<file path="config.mk">
export PLATFORM = sky130hd
export DESIGN_NAME = goose_retransmit_scheduler
export DESIGN_NICKNAME = d
export VERILOG_FILES = /design/src/sv/grs_pkg.sv /design/src/sv/grs_ram.sv /design/src/sv/grs_front.sv /design/src/sv/grs_engine.sv /design/src/sv/goose_retransmit_scheduler.sv
export SDC_FILE = /design/constraint.sdc
export NUM_CORES = 2
export LEC_CHECK = 0
export BUFFER_PORTS_ARGS = -buffer_cell sky130_fd_sc_hd__buf_2
export CORE_MARGIN = 4
export CORE_UTILIZATION = 26
export DETAILED_ROUTE_END_ITERATION = 12
export GPL_ROUTABILITY_DRIVEN = 0
export SYNTH_ARGS = -nofsm -noshare
export SYNTH_HDL_FRONTEND = slang
export SYNTH_SLANG_ARGS = --single-unit
</file>
<file path="constraint.sdc">
create_clock -name aclk -period 8.5 [get_ports aclk]
set_clock_uncertainty 0.05 [all_clocks]
set_input_delay 1.275 -clock aclk [delete_from_list [all_inputs] [get_ports aclk]]
set_output_delay 1.275 -clock aclk [all_outputs]
set_load 0.01 [all_outputs]
</file>
<file path="src/sv/grs_pkg.sv">
// Shared types, codes and constants for the GOOSE retransmit scheduler.
// No dependencies; imported by every module of the block except grs_ram.
package grs_pkg;

    localparam int SLOTS_DEFAULT   = 16;
    localparam int BURST_DEFAULT   = 6;
    localparam int FAST_DEFAULT    = 3;
    localparam int LIVE_GROWTH     = 2;   // live time doubles: done as a left shift
    localparam int QUEUE_DEPTH     = 2;
    localparam int QPTR_W          = $clog2(QUEUE_DEPTH);
    localparam int QCNT_W          = $clog2(QUEUE_DEPTH + 1);
    localparam int CFG_IDX_W       = 1;
    localparam int CFG_DATA_W      = 16;
    localparam int S_TDATA_W       = 56;
    localparam int M_TDATA_W       = 88;

    typedef enum logic [1:0] {
        ACT_TICK   = 2'd0,
        ACT_REG    = 2'd1,
        ACT_DEREG  = 2'd2,
        ACT_NOTIFY = 2'd3
    } action_t;

    typedef enum logic [2:0] {
        KIND_TRANSMIT   = 3'd0,
        KIND_REGISTERED = 3'd1,
        KIND_TABLE_FULL = 3'd2,
        KIND_ACK        = 3'd3,
        KIND_TICK_DONE  = 3'd4
    } kind_t;

    typedef enum logic [CFG_IDX_W-1:0] {
        CFG_BURST_RELOAD = 1'd0,
        CFG_FAST_LIVE    = 1'd1
    } cfg_index_t;

    typedef enum logic [1:0] {
        ST_IDLE,
        ST_WALK,
        ST_FIND,
        ST_DONE
    } eng_state_t;

    typedef struct packed {
        logic [3:0]  burst_reload;
        logic [15:0] fast_live;
    } cfg_t;

    typedef struct packed {
        action_t     action;
        logic [3:0]  slot;
        logic        in_range;
        logic [15:0] default_live;
        logic [31:0] start_state;
        logic        start_updated;
    } cmd_t;

    typedef struct packed {
        logic [15:0] default_live;
        logic [15:0] cur_live;
        logic [15:0] ticks;
        logic [3:0]  bursts;
        logic [31:0] state_num;
        logic [31:0] seq_num;
    } slot_entry_t;

    typedef struct packed {
        kind_t       kind;
        logic [3:0]  slot;
        logic [31:0] state_num;
        logic [31:0] seq_num;
        logic [15:0] live;
        logic        last;
    } res_t;

endpackage

</file>
<file path="src/sv/grs_ram.sv">
// Generic single-write, single-read RAM with registered read data.
// No dependencies; holds the per-slot timer and counter words.
module grs_ram #(
    parameter int DATA_W = 8,
    parameter int DEPTH  = 16,
    parameter int ADDR_W = (DEPTH > 1) ? $clog2(DEPTH) : 1
) (
    input  logic              aclk,
    input  logic              we,
    input  logic [ADDR_W-1:0] wr_addr,
    input  logic [DATA_W-1:0] wr_data,
    input  logic [ADDR_W-1:0] rd_addr,
    output logic [DATA_W-1:0] rd_data
);

    logic [DATA_W-1:0] mem [DEPTH];
    logic [DATA_W-1:0] rd_data_reg;

    always_ff @(posedge aclk) begin
        if (we) begin
            mem[wr_addr] <= wr_data;
        end
        rd_data_reg <= mem[rd_addr];
    end

    assign rd_data = rd_data_reg;

endmodule

</file>
<file path="src/sv/grs_front.sv">
// Front end: accepts input transfers, decodes them into commands and queues them.
// Depends on grs_pkg.
module grs_front
    import grs_pkg::*;
#(
    parameter int SLOTS = SLOTS_DEFAULT
) (
    input  logic                 aclk,
    input  logic                 aresetn,
    input  logic                 s_tvalid,
    output logic                 s_tready,
    input  logic [S_TDATA_W-1:0] s_tdata,
    input  logic [1:0]           s_tuser,
    output logic                 cmd_valid,
    output cmd_t                 cmd,
    input  logic                 cmd_pop
);

    cmd_t              q_reg [QUEUE_DEPTH];
    logic [QPTR_W-1:0] wr_ptr_reg, wr_ptr_next;
    logic [QPTR_W-1:0] rd_ptr_reg, rd_ptr_next;
    logic [QCNT_W-1:0] cnt_reg, cnt_next;
    cmd_t              dec;
    logic              push;

    // Decode the transfer; flag slot indexes beyond the table here.
    always_comb begin
        dec.action        = action_t'(s_tuser);
        dec.slot          = s_tdata[3:0];
        dec.in_range      = (32'(s_tdata[3:0]) < 32'(SLOTS));
        dec.default_live  = s_tdata[19:4];
        dec.start_state   = s_tdata[51:20];
        dec.start_updated = s_tdata[52];
    end

    assign s_tready  = (cnt_reg != QCNT_W'(QUEUE_DEPTH));
    assign push      = s_tvalid && s_tready;
    assign cmd_valid = (cnt_reg != '0);
    assign cmd       = q_reg[rd_ptr_reg];

    always_comb begin
        wr_ptr_next = push    ? wr_ptr_reg + 1'b1 : wr_ptr_reg;
        rd_ptr_next = cmd_pop ? rd_ptr_reg + 1'b1 : rd_ptr_reg;
        cnt_next    = cnt_reg + QCNT_W'(push) - QCNT_W'(cmd_pop);
    end

    always_ff @(posedge aclk) begin
        if (!aresetn) begin
            wr_ptr_reg <= '0;
            rd_ptr_reg <= '0;
            cnt_reg    <= '0;
        end else begin
            wr_ptr_reg <= wr_ptr_next;
            rd_ptr_reg <= rd_ptr_next;
            cnt_reg    <= cnt_next;
        end
    end

    always_ff @(posedge aclk) begin
        if (push) begin
            q_reg[wr_ptr_reg] <= dec;
        end
    end

endmodule

</file>
<file path="src/sv/grs_engine.sv">
// Back end: executes queued commands against the slot table and drives results.
// Depends on grs_pkg and grs_ram.
module grs_engine
    import grs_pkg::*;
#(
    parameter int SLOTS  = SLOTS_DEFAULT,
    parameter int SLOT_W = (SLOTS > 1) ? $clog2(SLOTS) : 1
) (
    input  logic                 aclk,
    input  logic                 aresetn,
    input  cfg_t                 cfg,
    input  logic                 cmd_valid,
    input  cmd_t                 cmd,
    output logic                 cmd_pop,
    output logic                 m_tvalid,
    input  logic                 m_tready,
    output logic [M_TDATA_W-1:0] m_tdata,
    output logic [2:0]           m_tuser,
    output logic                 m_tlast
);

    localparam int ENTRY_W = $bits(slot_entry_t);

    eng_state_t         state_reg, state_next;
    logic [SLOT_W-1:0]  idx_reg, idx_next;
    logic [SLOTS-1:0]   valid_reg, valid_next;
    logic [SLOTS-1:0]   pend_reg, pend_next;
    logic               m_valid_reg, m_valid_next;
    res_t               res_reg, res_next;
    logic               out_load;
    logic               out_free;
    logic               idx_last;
    logic [SLOT_W-1:0]  cmd_idx;

    logic               ram_we;
    slot_entry_t        ram_wr_data;
    logic [ENTRY_W-1:0] ram_rd_raw;
    slot_entry_t        cur_ent;
    slot_entry_t        svc_ent;
    slot_entry_t        reg_ent;
    logic               svc_xmit;

    grs_ram #(
        .DATA_W (ENTRY_W),
        .DEPTH  (SLOTS),
        .ADDR_W (SLOT_W)
    ) u_ram (
        .aclk    (aclk),
        .we      (ram_we),
        .wr_addr (idx_reg),
        .wr_data (ram_wr_data),
        .rd_addr (idx_next),
        .rd_data (ram_rd_raw)
    );

    assign cur_ent  = slot_entry_t'(ram_rd_raw);
    assign out_free = !m_valid_reg || m_tready;
    assign idx_last = (idx_reg == SLOT_W'(SLOTS - 1));
    assign cmd_idx  = SLOT_W'(cmd.slot);

    // Timer service of the visited slot.
    always_comb begin
        svc_ent  = cur_ent;
        svc_xmit = 1'b1;
        if (pend_reg[idx_reg]) begin
            svc_ent.bursts    = cfg.burst_reload;
            svc_ent.cur_live  = cfg.fast_live;
            svc_ent.ticks     = '0;
            svc_ent.state_num = cur_ent.state_num + 32'd1;
            svc_ent.seq_num   = '0;
        end else if (cur_ent.ticks < cur_ent.cur_live) begin
            svc_ent.ticks = cur_ent.ticks + 16'd1;
            svc_xmit      = 1'b0;
        end else begin
            svc_ent.seq_num = cur_ent.seq_num + 32'd1;
            if (cur_ent.bursts != '0) begin
                svc_ent.bursts   = cur_ent.bursts - 4'd1;
                // double and saturate
                svc_ent.cur_live = cur_ent.cur_live[15] ? 16'hFFFF
                                                        : {cur_ent.cur_live[14:0], 1'b0};
            end else begin
                svc_ent.cur_live = cur_ent.default_live;
            end
            svc_ent.ticks = '0;
        end
    end

    always_comb begin
        reg_ent.default_live = cmd.default_live;
        reg_ent.cur_live     = cmd.default_live;
        reg_ent.ticks        = '0;
        reg_ent.bursts       = '0;
        reg_ent.state_num    = cmd.start_state;
        reg_ent.seq_num      = '0;
    end

    always_comb begin
        state_next  = state_reg;
        idx_next    = idx_reg;
        valid_next  = valid_reg;
        pend_next   = pend_reg;
        res_next    = res_reg;
        out_load    = 1'b0;
        cmd_pop     = 1'b0;
        ram_we      = 1'b0;
        ram_wr_data = svc_ent;

        unique case (state_reg)
            ST_IDLE: begin
                idx_next = '0;
                if (cmd_valid) begin
                    unique case (cmd.action)
                        ACT_TICK: state_next = ST_WALK;
                        ACT_REG:  state_next = ST_FIND;
                        ACT_DEREG, ACT_NOTIFY: begin
                            if (out_free) begin
                                out_load = 1'b1;
                                cmd_pop  = 1'b1;
                                res_next = '{kind: KIND_ACK, slot: cmd.slot, state_num: '0,
                                             seq_num: '0, live: '0, last: 1'b1};
                                if (cmd.in_range) begin
                                    if (cmd.action == ACT_DEREG) begin
                                        valid_next[cmd_idx] = 1'b0;
                                        pend_next[cmd_idx]  = 1'b0;
                                    end else if (valid_reg[cmd_idx]) begin
                                        pend_next[cmd_idx] = 1'b1;
                                    end
                                end
                            end
                        end
                        default: state_next = ST_IDLE;
                    endcase
                end
            end

            ST_WALK: begin
                // Hold on a slot that must transmit while the result slot is busy.
                if (!valid_reg[idx_reg] || !svc_xmit || out_free) begin
                    if (valid_reg[idx_reg]) begin
                        ram_we             = 1'b1;
                        pend_next[idx_reg] = 1'b0;
                        if (svc_xmit) begin
                            out_load = 1'b1;
                            res_next = '{kind: KIND_TRANSMIT, slot: 4'(idx_reg),
                                         state_num: svc_ent.state_num,
                                         seq_num: svc_ent.seq_num,
                                         live: svc_ent.cur_live, last: 1'b0};
                        end
                    end
                    if (idx_last) begin
                        state_next = ST_DONE;
                    end else begin
                        idx_next = idx_reg + 1'b1;
                    end
                end
            end

            ST_FIND: begin
                if (!valid_reg[idx_reg]) begin
                    if (out_free) begin
                        ram_we              = 1'b1;
                        ram_wr_data         = reg_ent;
                        valid_next[idx_reg] = 1'b1;
                        pend_next[idx_reg]  = cmd.start_updated;
                        out_load            = 1'b1;
                        cmd_pop             = 1'b1;
                        state_next          = ST_IDLE;
                        res_next = '{kind: KIND_REGISTERED, slot: 4'(idx_reg), state_num: '0,
                                     seq_num: '0, live: '0, last: 1'b1};
                    end
                end else if (idx_last) begin
                    if (out_free) begin
                        out_load   = 1'b1;
                        cmd_pop    = 1'b1;
                        state_next = ST_IDLE;
                        res_next = '{kind: KIND_TABLE_FULL, slot: '0, state_num: '0,
                                     seq_num: '0, live: '0, last: 1'b1};
                    end
                end else begin
                    idx_next = idx_reg + 1'b1;
                end
            end

            ST_DONE: begin
                if (out_free) begin
                    out_load   = 1'b1;
                    cmd_pop    = 1'b1;
                    state_next = ST_IDLE;
                    res_next = '{kind: KIND_TICK_DONE, slot: '0, state_num: '0,
                                 seq_num: '0, live: '0, last: 1'b1};
                end
            end

            default: state_next = ST_IDLE;
        endcase
    end

    always_comb begin
        if (out_load) begin
            m_valid_next = 1'b1;
        end else if (m_tready) begin
            m_valid_next = 1'b0;
        end else begin
            m_valid_next = m_valid_reg;
        end
    end

    always_ff @(posedge aclk) begin
        if (!aresetn) begin
            state_reg   <= ST_IDLE;
            idx_reg     <= '0;
            valid_reg   <= '0;
            pend_reg    <= '0;
            m_valid_reg <= 1'b0;
        end else begin
            state_reg   <= state_next;
            idx_reg     <= idx_next;
            valid_reg   <= valid_next;
            pend_reg    <= pend_next;
            m_valid_reg <= m_valid_next;
        end
    end

    always_ff @(posedge aclk) begin
        res_reg <= res_next;
    end

    assign m_tvalid = m_valid_reg;
    assign m_tuser  = res_reg.kind;
    assign m_tlast  = res_reg.last;
    assign m_tdata  = {4'd0, res_reg.live, res_reg.seq_num, res_reg.state_num, res_reg.slot};

`ifndef SYNTHESIS
    a_ram_write_in_scan: assert property (@(posedge aclk) disable iff (!aresetn)
        ram_we |-> (state_reg == ST_WALK || state_reg == ST_FIND))
        else $error("slot table written outside a scan");

    a_pop_with_last: assert property (@(posedge aclk) disable iff (!aresetn)
        cmd_pop |-> (out_load && res_next.last))
        else $error("command retired without its closing result");

    a_no_overwrite: assert property (@(posedge aclk) disable iff (!aresetn)
        out_load |-> (!m_valid_reg || m_tready))
        else $error("result register overwritten before transfer");

    a_idle_table_stable: assert property (@(posedge aclk) disable iff (!aresetn)
        (state_reg == ST_IDLE && !cmd_valid) |=> $stable(valid_reg))
        else $error("slot valid flags changed with no command");
`endif

endmodule

</file>
<file path="src/sv/goose_retransmit_scheduler.sv">
// Top level of the GOOSE retransmit scheduler: configuration registers and wiring.
// Depends on grs_pkg, grs_front, grs_engine (and grs_ram through the engine).
//
//  channel  | direction | handshake          | payload
//  ---------+-----------+--------------------+------------------------------------------
//  s_       | in        | s_tvalid/s_tready  | tuser: action; tdata: slot, live, state, upd
//  m_       | out       | m_tvalid/m_tready  | tuser: kind; tdata: slot, counters, live; tlast
//  cfg_     | in        | cfg_valid/cfg_ready| cfg_index, cfg_data (always ready)
//
// In a tick the slot RAM is visited one entry per cycle through its single read port,
// except while a slot that must transmit is held; then the tick-done result closes the run.
// Register scans for the first free slot; deregister and notify are answered straight
// from idle. A transmitting slot holds the scan while m_tvalid is high and m_tready low.
// Reset (aresetn low, synchronous) clears the valid and change flags at once; no
// clearing pass runs, and RAM words are rewritten whenever a slot is registered.
// A two-entry command queue lets up to two actions wait while the back end is busy;
// s_tready drops once both entries are taken.
module goose_retransmit_scheduler
    import grs_pkg::*;
#(
    parameter int SLOTS = SLOTS_DEFAULT
) (
    input  logic                  aclk,
    input  logic                  aresetn,
    // input stream
    input  logic                  s_tvalid,
    output logic                  s_tready,
    input  logic [S_TDATA_W-1:0]  s_tdata,   // [3:0] slot, [19:4] default_live,
                                             // [51:20] start_state_num, [52] start_updated
    input  logic [1:0]            s_tuser,   // [1:0] action
    // result stream
    output logic                  m_tvalid,
    input  logic                  m_tready,
    output logic [M_TDATA_W-1:0]  m_tdata,   // [3:0] slot_out, [35:4] state_num,
                                             // [67:36] seq_num, [83:68] live_time
    output logic [2:0]            m_tuser,   // [2:0] kind
    output logic                  m_tlast,
    // configuration writes
    input  logic                  cfg_valid,
    output logic                  cfg_ready,
    input  logic [CFG_IDX_W-1:0]  cfg_index,
    input  logic [CFG_DATA_W-1:0] cfg_data
);

    logic [3:0]  burst_reload_reg;
    logic [15:0] fast_live_reg;
    cfg_t        cfg;
    logic        cfg_wr;
    logic        cmd_valid;
    cmd_t        cmd;
    logic        cmd_pop;

    // Writes taken every cycle; user must let them arrive only while the block is idle.
    assign cfg_ready = 1'b1;
    assign cfg_wr    = cfg_valid && cfg_ready;

    always_ff @(posedge aclk) begin
        if (!aresetn) begin
            burst_reload_reg <= 4'(BURST_DEFAULT);
            fast_live_reg    <= 16'(FAST_DEFAULT);
        end else if (cfg_wr) begin
            unique case (cfg_index_t'(cfg_index))
                CFG_BURST_RELOAD: burst_reload_reg <= cfg_data[3:0];
                CFG_FAST_LIVE:    fast_live_reg    <= cfg_data;
                default:          fast_live_reg    <= fast_live_reg;
            endcase
        end
    end

    assign cfg.burst_reload = burst_reload_reg;
    assign cfg.fast_live    = fast_live_reg;

    // Front end: accept and decode transfers into the command queue.
    grs_front #(
        .SLOTS (SLOTS)
    ) u_front (
        .aclk      (aclk),
        .aresetn   (aresetn),
        .s_tvalid  (s_tvalid),
        .s_tready  (s_tready),
        .s_tdata   (s_tdata),
        .s_tuser   (s_tuser),
        .cmd_valid (cmd_valid),
        .cmd       (cmd),
        .cmd_pop   (cmd_pop)
    );

    // Back end: walk the slot table and produce results.
    grs_engine #(
        .SLOTS (SLOTS)
    ) u_engine (
        .aclk      (aclk),
        .aresetn   (aresetn),
        .cfg       (cfg),
        .cmd_valid (cmd_valid),
        .cmd       (cmd),
        .cmd_pop   (cmd_pop),
        .m_tvalid  (m_tvalid),
        .m_tready  (m_tready),
        .m_tdata   (m_tdata),
        .m_tuser   (m_tuser),
        .m_tlast   (m_tlast)
    );

endmodule

</file>
# After elaboration in Yosys (flattened, before gate mapping)
# Memories as Yosys holds them, arrays and structs flattened. A register that Yosys moved wholly into a read port is not among the register bits.
# Index checks and enable logic that the tools add are counted.
[totals] output_inout_bits=95 memories=2 word_cells=179 ramBits=1966 in_bits=80 regBits=151
[mem_list] memory="u_engine.u_ram.mem" depth=16 word_bits=116 rd=1 rd_ports_with_merged_regs=1 write_ports=1 line_no="grs_ram.sv:16" text="logic [DATA_W-1:0] mem [DEPTH];"
[mem_list] memory="u_front.q_reg" depth=2 word_bits=55 rd=1 rd_ports_with_merged_regs=1 write_ports=1 line_no="grs_front.sv:19" text="cmd_t q_reg [QUEUE_DEPTH];"
[op_classes] mux=91 addsub=9 bitwise=8 reduce_logical=23 magnitude_cmp=5 n_eq_ne=25
[ops] op="2-to-1 mux 88 bit" count=11
[ops] op="one-hot mux 88 bit (4 select lines)" count=1
[ops] op="2-to-1 mux 116 bit" count=3
[ops] op="2-to-1 mux 16 bit" count=21
[ops] op="2-to-1 mux 32 bit" count=3
[ops] op="adder 32 x 1 -> 32 bit (second input constant)" count=2
[ops] op="bitwise AND 16 bit" count=3
[ops] op="one-hot mux 16 bit (3 select lines)" count=1
[ops] op="2-to-1 mux 36 bit" count=1
[ops] op="NOT 16 bit" count=2
[ops] op="bitwise OR 16 bit" count=2
[ops] op="one-hot mux 16 bit (2 select lines)" count=1
[ops] op="2-to-1 mux 1 bit" count=26
[ops] op="2-to-1 mux 4 bit" count=5
[ops] op="AND reduction 10 bit" count=2
[ops] op="adder 16 x 1 -> 16 bit (second input constant)" count=1
[ops] op="bitwise mux 16 bit" count=1
[ops] op="< comparator 16 bit" count=1
[ops] op="!= test 2 x 1 -> 1 bit (second input constant)" count=8
[ops] op="binary-select mux 1 bit (select 4 bit)" count=3
[ops] op="2-to-1 mux 2 bit" count=6
[ops] op="one-hot mux 4 bit (3 select lines)" count=1
[ops] op="< comparator 4 x 5 -> 1 bit (second input constant)" count=2
[ops] op="!= test 2 bit (second input constant)" count=5
[ops] op="other kinds (30)" count=49

# Depth between registers and ports, before layout
[logic_depth] depth_word=12 depth_mapped=17 mapped_depth_nobuf=13

# Cells and area by module
# From an unflattened synthesis, not the netlist that was laid out.
[hier_totals] hier_cells=4477 hier_area_um2=86818.3
[modules_own_cells] mod="grs_ram" cells_per_inst=2966 instances=1 area_per_inst_um2=71947.8 seq_area_each_um2=58055.7
[modules_own_cells] mod="grs_engine" cells_per_inst=1216 instances=1 area_per_inst_um2=9735.6 seq_area_each_um2=3423.3
[modules_own_cells] mod="grs_front" cells_per_inst=201 instances=1 area_per_inst_um2=4264.1 seq_area_each_um2=3403.3
[modules_own_cells] mod="goose_retransmit_scheduler" cells_per_inst=94 instances=1 area_per_inst_um2=870.8 seq_area_each_um2=400.4

# Least setup slack after synthesis
# Ideal clock, no wire load.
[synth_timing] path_kind="register -> register" start="register u_engine.idx_reg[0]" end="memory u_engine.u_ram.mem[10][0] (netlist bit), enable pin" arrival_time_ns=7.154 period_less_slack_ns=7.796 path_stages_with_launch=10 setup_time_ns=0.592 setup_slack_ns=0.704 n_path_buf=1 required_time_ns=7.858 cell_sequence="dfxtp_1 -> mux4_1 -> a22oi_4 -> nand2_4 -> a211oi_4 -> nor2_1 -> o21ai_0 -> nand2_1 -> clkbuf_1 -> nor2_1"
[synth_via] elab_chain_len=10 word_cells_on_any_way=15 cone_classes="mux: 11; reduce/logical: 4"
[synth_lines] element="from (decl)" line_no="grs_engine.sv:25" text="logic [SLOT_W-1:0] idx_reg, idx_next;"
[synth_lines] element="from (signal assigned)" line_no="grs_engine.sv:217" text="idx_reg <= idx_next;"
[synth_lines] element="binary-select mux 1 bit (select 4 bit)" line_no="grs_engine.sv:65" text="if (pend_reg[idx_reg]) begin"
[synth_lines] element="2-to-1 mux 1 bit (not written as such)" line_no="grs_engine.sv:65"
[synth_lines] element="2-to-1 mux 1 bit" line_no="grs_engine.sv:65"
[synth_lines] element="logical NOT 1 bit" line_no="grs_engine.sv:138" text="if (!valid_reg[idx_reg] || !svc_xmit || out_free) begin"
[synth_lines] element="logical OR 1 bit (2 in series)" line_no="grs_engine.sv:138"
[synth_lines] element="2-to-1 mux 1 bit" line_no="grs_engine.sv:138"
[synth_lines] element="one-hot mux 1 bit (2 select lines)" line_no="grs_engine.sv:108" text="unique case (state_reg)"
[synth_lines] element="2-to-1 mux 1 bit" line_no="grs_ram.sv:20" text="if (we) begin"
[synth_lines] element="2-to-1 mux 1 bit (not written as such)" line_no="grs_ram.sv:21" text="mem[wr_addr] <= wr_data;"
[synth_lines] element="to (decl)" line_no="grs_ram.sv:16"
# Parallel ways exist; a longest one is shown, timed or not. The select of a mux whose other input is x is not followed.

# Worst setup path after layout
[layout_timing] start="register u_engine.u_ram.rd_data_reg[99] (netlist: u_engine.u_ram.rd_data[99]), read port of u_engine.u_ram.mem" end="register u_engine.u_ram.rd_data_reg[31] (netlist: u_engine.u_ram.rd_data[31]), read port of u_engine.u_ram.mem"
[layout_via] elab_chain_len=8
[layout_lines] element="from (decl)" line_no="grs_ram.sv:17" text="logic [DATA_W-1:0] rd_data_reg;"
[layout_lines] element="< comparator 16 bit" line_no="grs_engine.sv:71" text="end else if (cur_ent.ticks < cur_ent.cur_live) begin"
[layout_lines] element="2-to-1 mux 1 bit" line_no="grs_engine.sv:71"
[layout_lines] element="2-to-1 mux 1 bit" line_no="grs_engine.sv:65"
[layout_lines] element="logical NOT 1 bit" line_no="grs_engine.sv:138"
[layout_lines] element="logical OR 1 bit (2 in series)" line_no="grs_engine.sv:138"
[layout_lines] element="2-to-1 mux 4 bit" line_no="grs_engine.sv:138"
[layout_lines] element="one-hot mux 4 bit (3 select lines)" line_no="grs_engine.sv:108"
# Every way passes these cells.
# A chain may end at the register's enable or synchronous reset.

==> summary.md <==
| Metric | Value |
|---|---|
| Crit start category | `flop` |
| Worst endpoint required time | `9.17 ns` |
| Yosys warning count | `0` |
| Grt met3 use | `1.67%` |
| Vias | `48546` |
| # setup viols final | `0` |
| Setup ws final | `2.84 ns` |
| Area Growth Syn to Fin | `15.0%` |
| Commonest non-fill, non-tap cells in the layout | `edfxtp_1 (2054), mux2i_1 (727), nand2_1 (510)` |
| Fin nets | `5863` |
| # DRC | `0` |
| Ratio of cells with drive above 1 in the final layout | `17.5%` |
| Core area | `0.344 mm^2` |
| VDD IR max | `0.000399 V` |
| Max reg flops | `1856` |
| Most common cell after layout, fill and taps aside | `edfxtp_1` |
| FF-to-FF setup slack | `2.84 ns` |
| Clk slew on worst S/H paths | `0.06 ns` |
| Clk sinks | `2234` |
| FMAX | `177 MHz` |
| Mapped Area | `0.0898 mm^2` |
| Tcrit/Tclk final | `66.6%` |
| CP Capture Type | `flop` |
| CTS tree | `yes` |
| First-iteration detailed-routing DRC count | `4098` |
| Unique masters post-synth | `74` |
| Pleak | `0.0373 uW` |
| Inst Count DP | `10085` |
| EDFF count, synth | `2054` |
| Setup TNS | `0 ns` |
| Port Buf Inserts | `166` |
| GR peak layer | `met2` |
| Critical Path Start | `u_engine.u_ram.rd_data[99]$_DFF_P_` |
| WL per Instance | `22.6 um` |
| Syn Area/Cell | `16.1 um^2` |
| Final wirelength | `238000 um` |
| Tot GR Track Use | `12.8%` |
| Initial Utilization | `26.1%` |
| Slew HR | `9.43%` |
| Synth Register Bits | `2234` |
| Max Cap Viol | `0` |
| GRT met2 Usage | `23.1%` |
| Overflow after GRT | `0` |
| Cell Count, Final, Fillers Out | `10506` |
| CTS Hold Bufs | `0` |
| Hold path start | `fast_live_reg[3]$_SDFFE_PN0P_` |
| Place WS | `2.78 ns` |
| Antenna violations before repair | `21` |
| Std-Cell Rows | `215` |
| Largest net degree at the start of global routing | `152` |
| Final slew viol count | `0` |
| Die X | `596 um` |
| Worst skew pair latency | `0.90 ns` |
| CP Class | `flop to flop` |
| Met1 Use GR | `16.0%` |
| # Post-CTS Setup Buffers | `0` |
| Mapped Cells | `5585` |
| Vias per inst | `4.62` |
| RSZ-0062 raised after global routing | `no` |
| Final ANT Viol Nets | `0` |
| Worst Tran Pin Value | `1.36 ns` |
| P per Cell Area | `373 mW/mm^2` |
| Worst reg2reg path startpoint | `u_engine.u_ram.rd_data[99]$_DFF_P_` |
| Async set-reset flop share out of synthesis | `0%` |
| Worst hold-check path type | `flop to flop` |
| Clock buffer count from CTS | `222` |
| Primary FF master, synth | `edfxtp_1` |
| Status | `completed` |
| Vias in the first global route | `48537` |
| CTS Buffer Depth | `4` |
| Crit-path max FO | `48` |
| Die area | `0.355 mm^2` |
| H-tree depth | `4` |
| Tot Pwr | `38500 uW` |
| Min Tclk post-route | `5.66 ns` |
| Root cell of the clock tree | `clkbuf_16` |
| Drt first pass iters | `5` |
| Die height | `596 um` |
| Post-DP HPWL | `125000 um` |
| Seq/Total Area, Yosys | `72.7%` |
| Cts repair resizes | `0` |
| First-pass GRT wire length | `339000 um` |
| IO Pins | `175` |
| Final Hold Viols | `0` |
| Fill cell total of the finished layout | `33507` |
| Critical Path AT | `6.34 ns` |
worst paths after layout:
check,endpoint,cells past startpoint
setup / recovery,u_engine.u_ram.rd_data[31]$_DFF_P_,14
hold / removal,fast_live_reg[3]$_SDFFE_PN0P_,2
setup reg to reg,u_engine.u_ram.rd_data[31]$_DFF_P_,14
hold reg to reg,fast_live_reg[3]$_SDFFE_PN0P_,2
through the flow:
step           cell area, um^2  utilization, %  hold slack, ns
3_5_place_dp             95900            27.9           0.405
3_3_place_gp             95900            27.9           0.411
2_1_floorplan            89800               -           0.385
4_1_cts                 103000            30.1           0.420
5_1_grt                 103000            30.1           0.443
6_report                103000            30.1           0.417
routing by layer:
metal	up-vias	wire (um)
met2	1520	121000
met4	0	7210
li1	21891	-
met3	355	12800
met5	-	0
met1	24780	97000
cell type report:
class	count	area, um^2	share of cell area (%)
diodes	11	27.5	0.0267
clock buffers	296	6040	5.85
clock inverters	114	1320	1.28
inverters	34	128	0.124
multi-input cells	2986	22700	22.0
flip-flops and latches	2234	65300	63.2
well taps	4557	5700	5.52
repair buffers	274	2090	2.03
cells by family after synthesis:
| kind of cell | Yosys count | synth area share [%] |
|---|---|---|
| adders and majority gates | 31 | 0.432 |
| buffers and inverters | 368 | 2.29 |
| other | 2 | 0.00836 |
| muxes | 968 | 11.2 |
| xor gates and xnor gates | 80 | 0.780 |
| AOI/OAI and AO/OA | 897 | 7.71 |
| DFF | 2234 | 72.7 |
| and+or+nand+nor | 1005 | 4.86 |
synthesized netlist by cell type, drive strengths merged, types with 3 or more instances:
library cell | number | area share [%]
o311ai | 16 | 0.17
nor3 | 21 | 0.13
o21ai | 292 | 1.6
nor3b | 3 | 0.050
xor2 | 49 | 0.48
a21boi | 31 | 0.26
nand2b | 9 | 0.063
inv | 34 | 0.14
and3 | 27 | 0.19
mux2i | 727 | 8.1
nor2 | 261 | 1.1
a22oi | 238 | 2.2
buf | 195 | 1.5
a211oi | 51 | 0.44
and4 | 6 | 0.059
o211ai | 7 | 0.059
nor2b | 61 | 0.43
mux2 | 235 | 2.9
a221oi | 116 | 1.9
dfxtp | 180 | 4.0
and2 | 16 | 0.11
edfxtp | 2054 | 69
a32oi | 3 | 0.029
clkbuf | 139 | 0.61
ha | 31 | 0.43
nand3 | 52 | 0.30
nand2 | 511 | 2.1
a21o | 7 | 0.059
nand4 | 15 | 0.10
mux4 | 6 | 0.15
o211a | 3 | 0.033
a21oi | 77 | 0.43
a41oi | 3 | 0.029
a31oi | 35 | 0.24
or4 | 12 | 0.10
xnor2 | 31 | 0.30
power breakdown:
part           internal [uW]  switching (uW)
sequential             15800             615
combinational           4170            8010
clock                   5780            4120
total                  25800           12700
critical path: stages (launching register included):
cell and delay, ns:
dfxtp_1 0.32, buf_4 0.26, inv_1 0.20, ha_1 0.36, and4_1 0.40, o211ai_1 0.16, o311ai_2 0.52, a211o_1 0.39
a31oi_1 0.14, a311o_1 0.57, and3b_4 1.23, buf_12 0.45, a22oi_1 0.15, nand2_1 0.14, a221oi_2 0.04
Note: power is estimated with default switching activity, not from simulation.
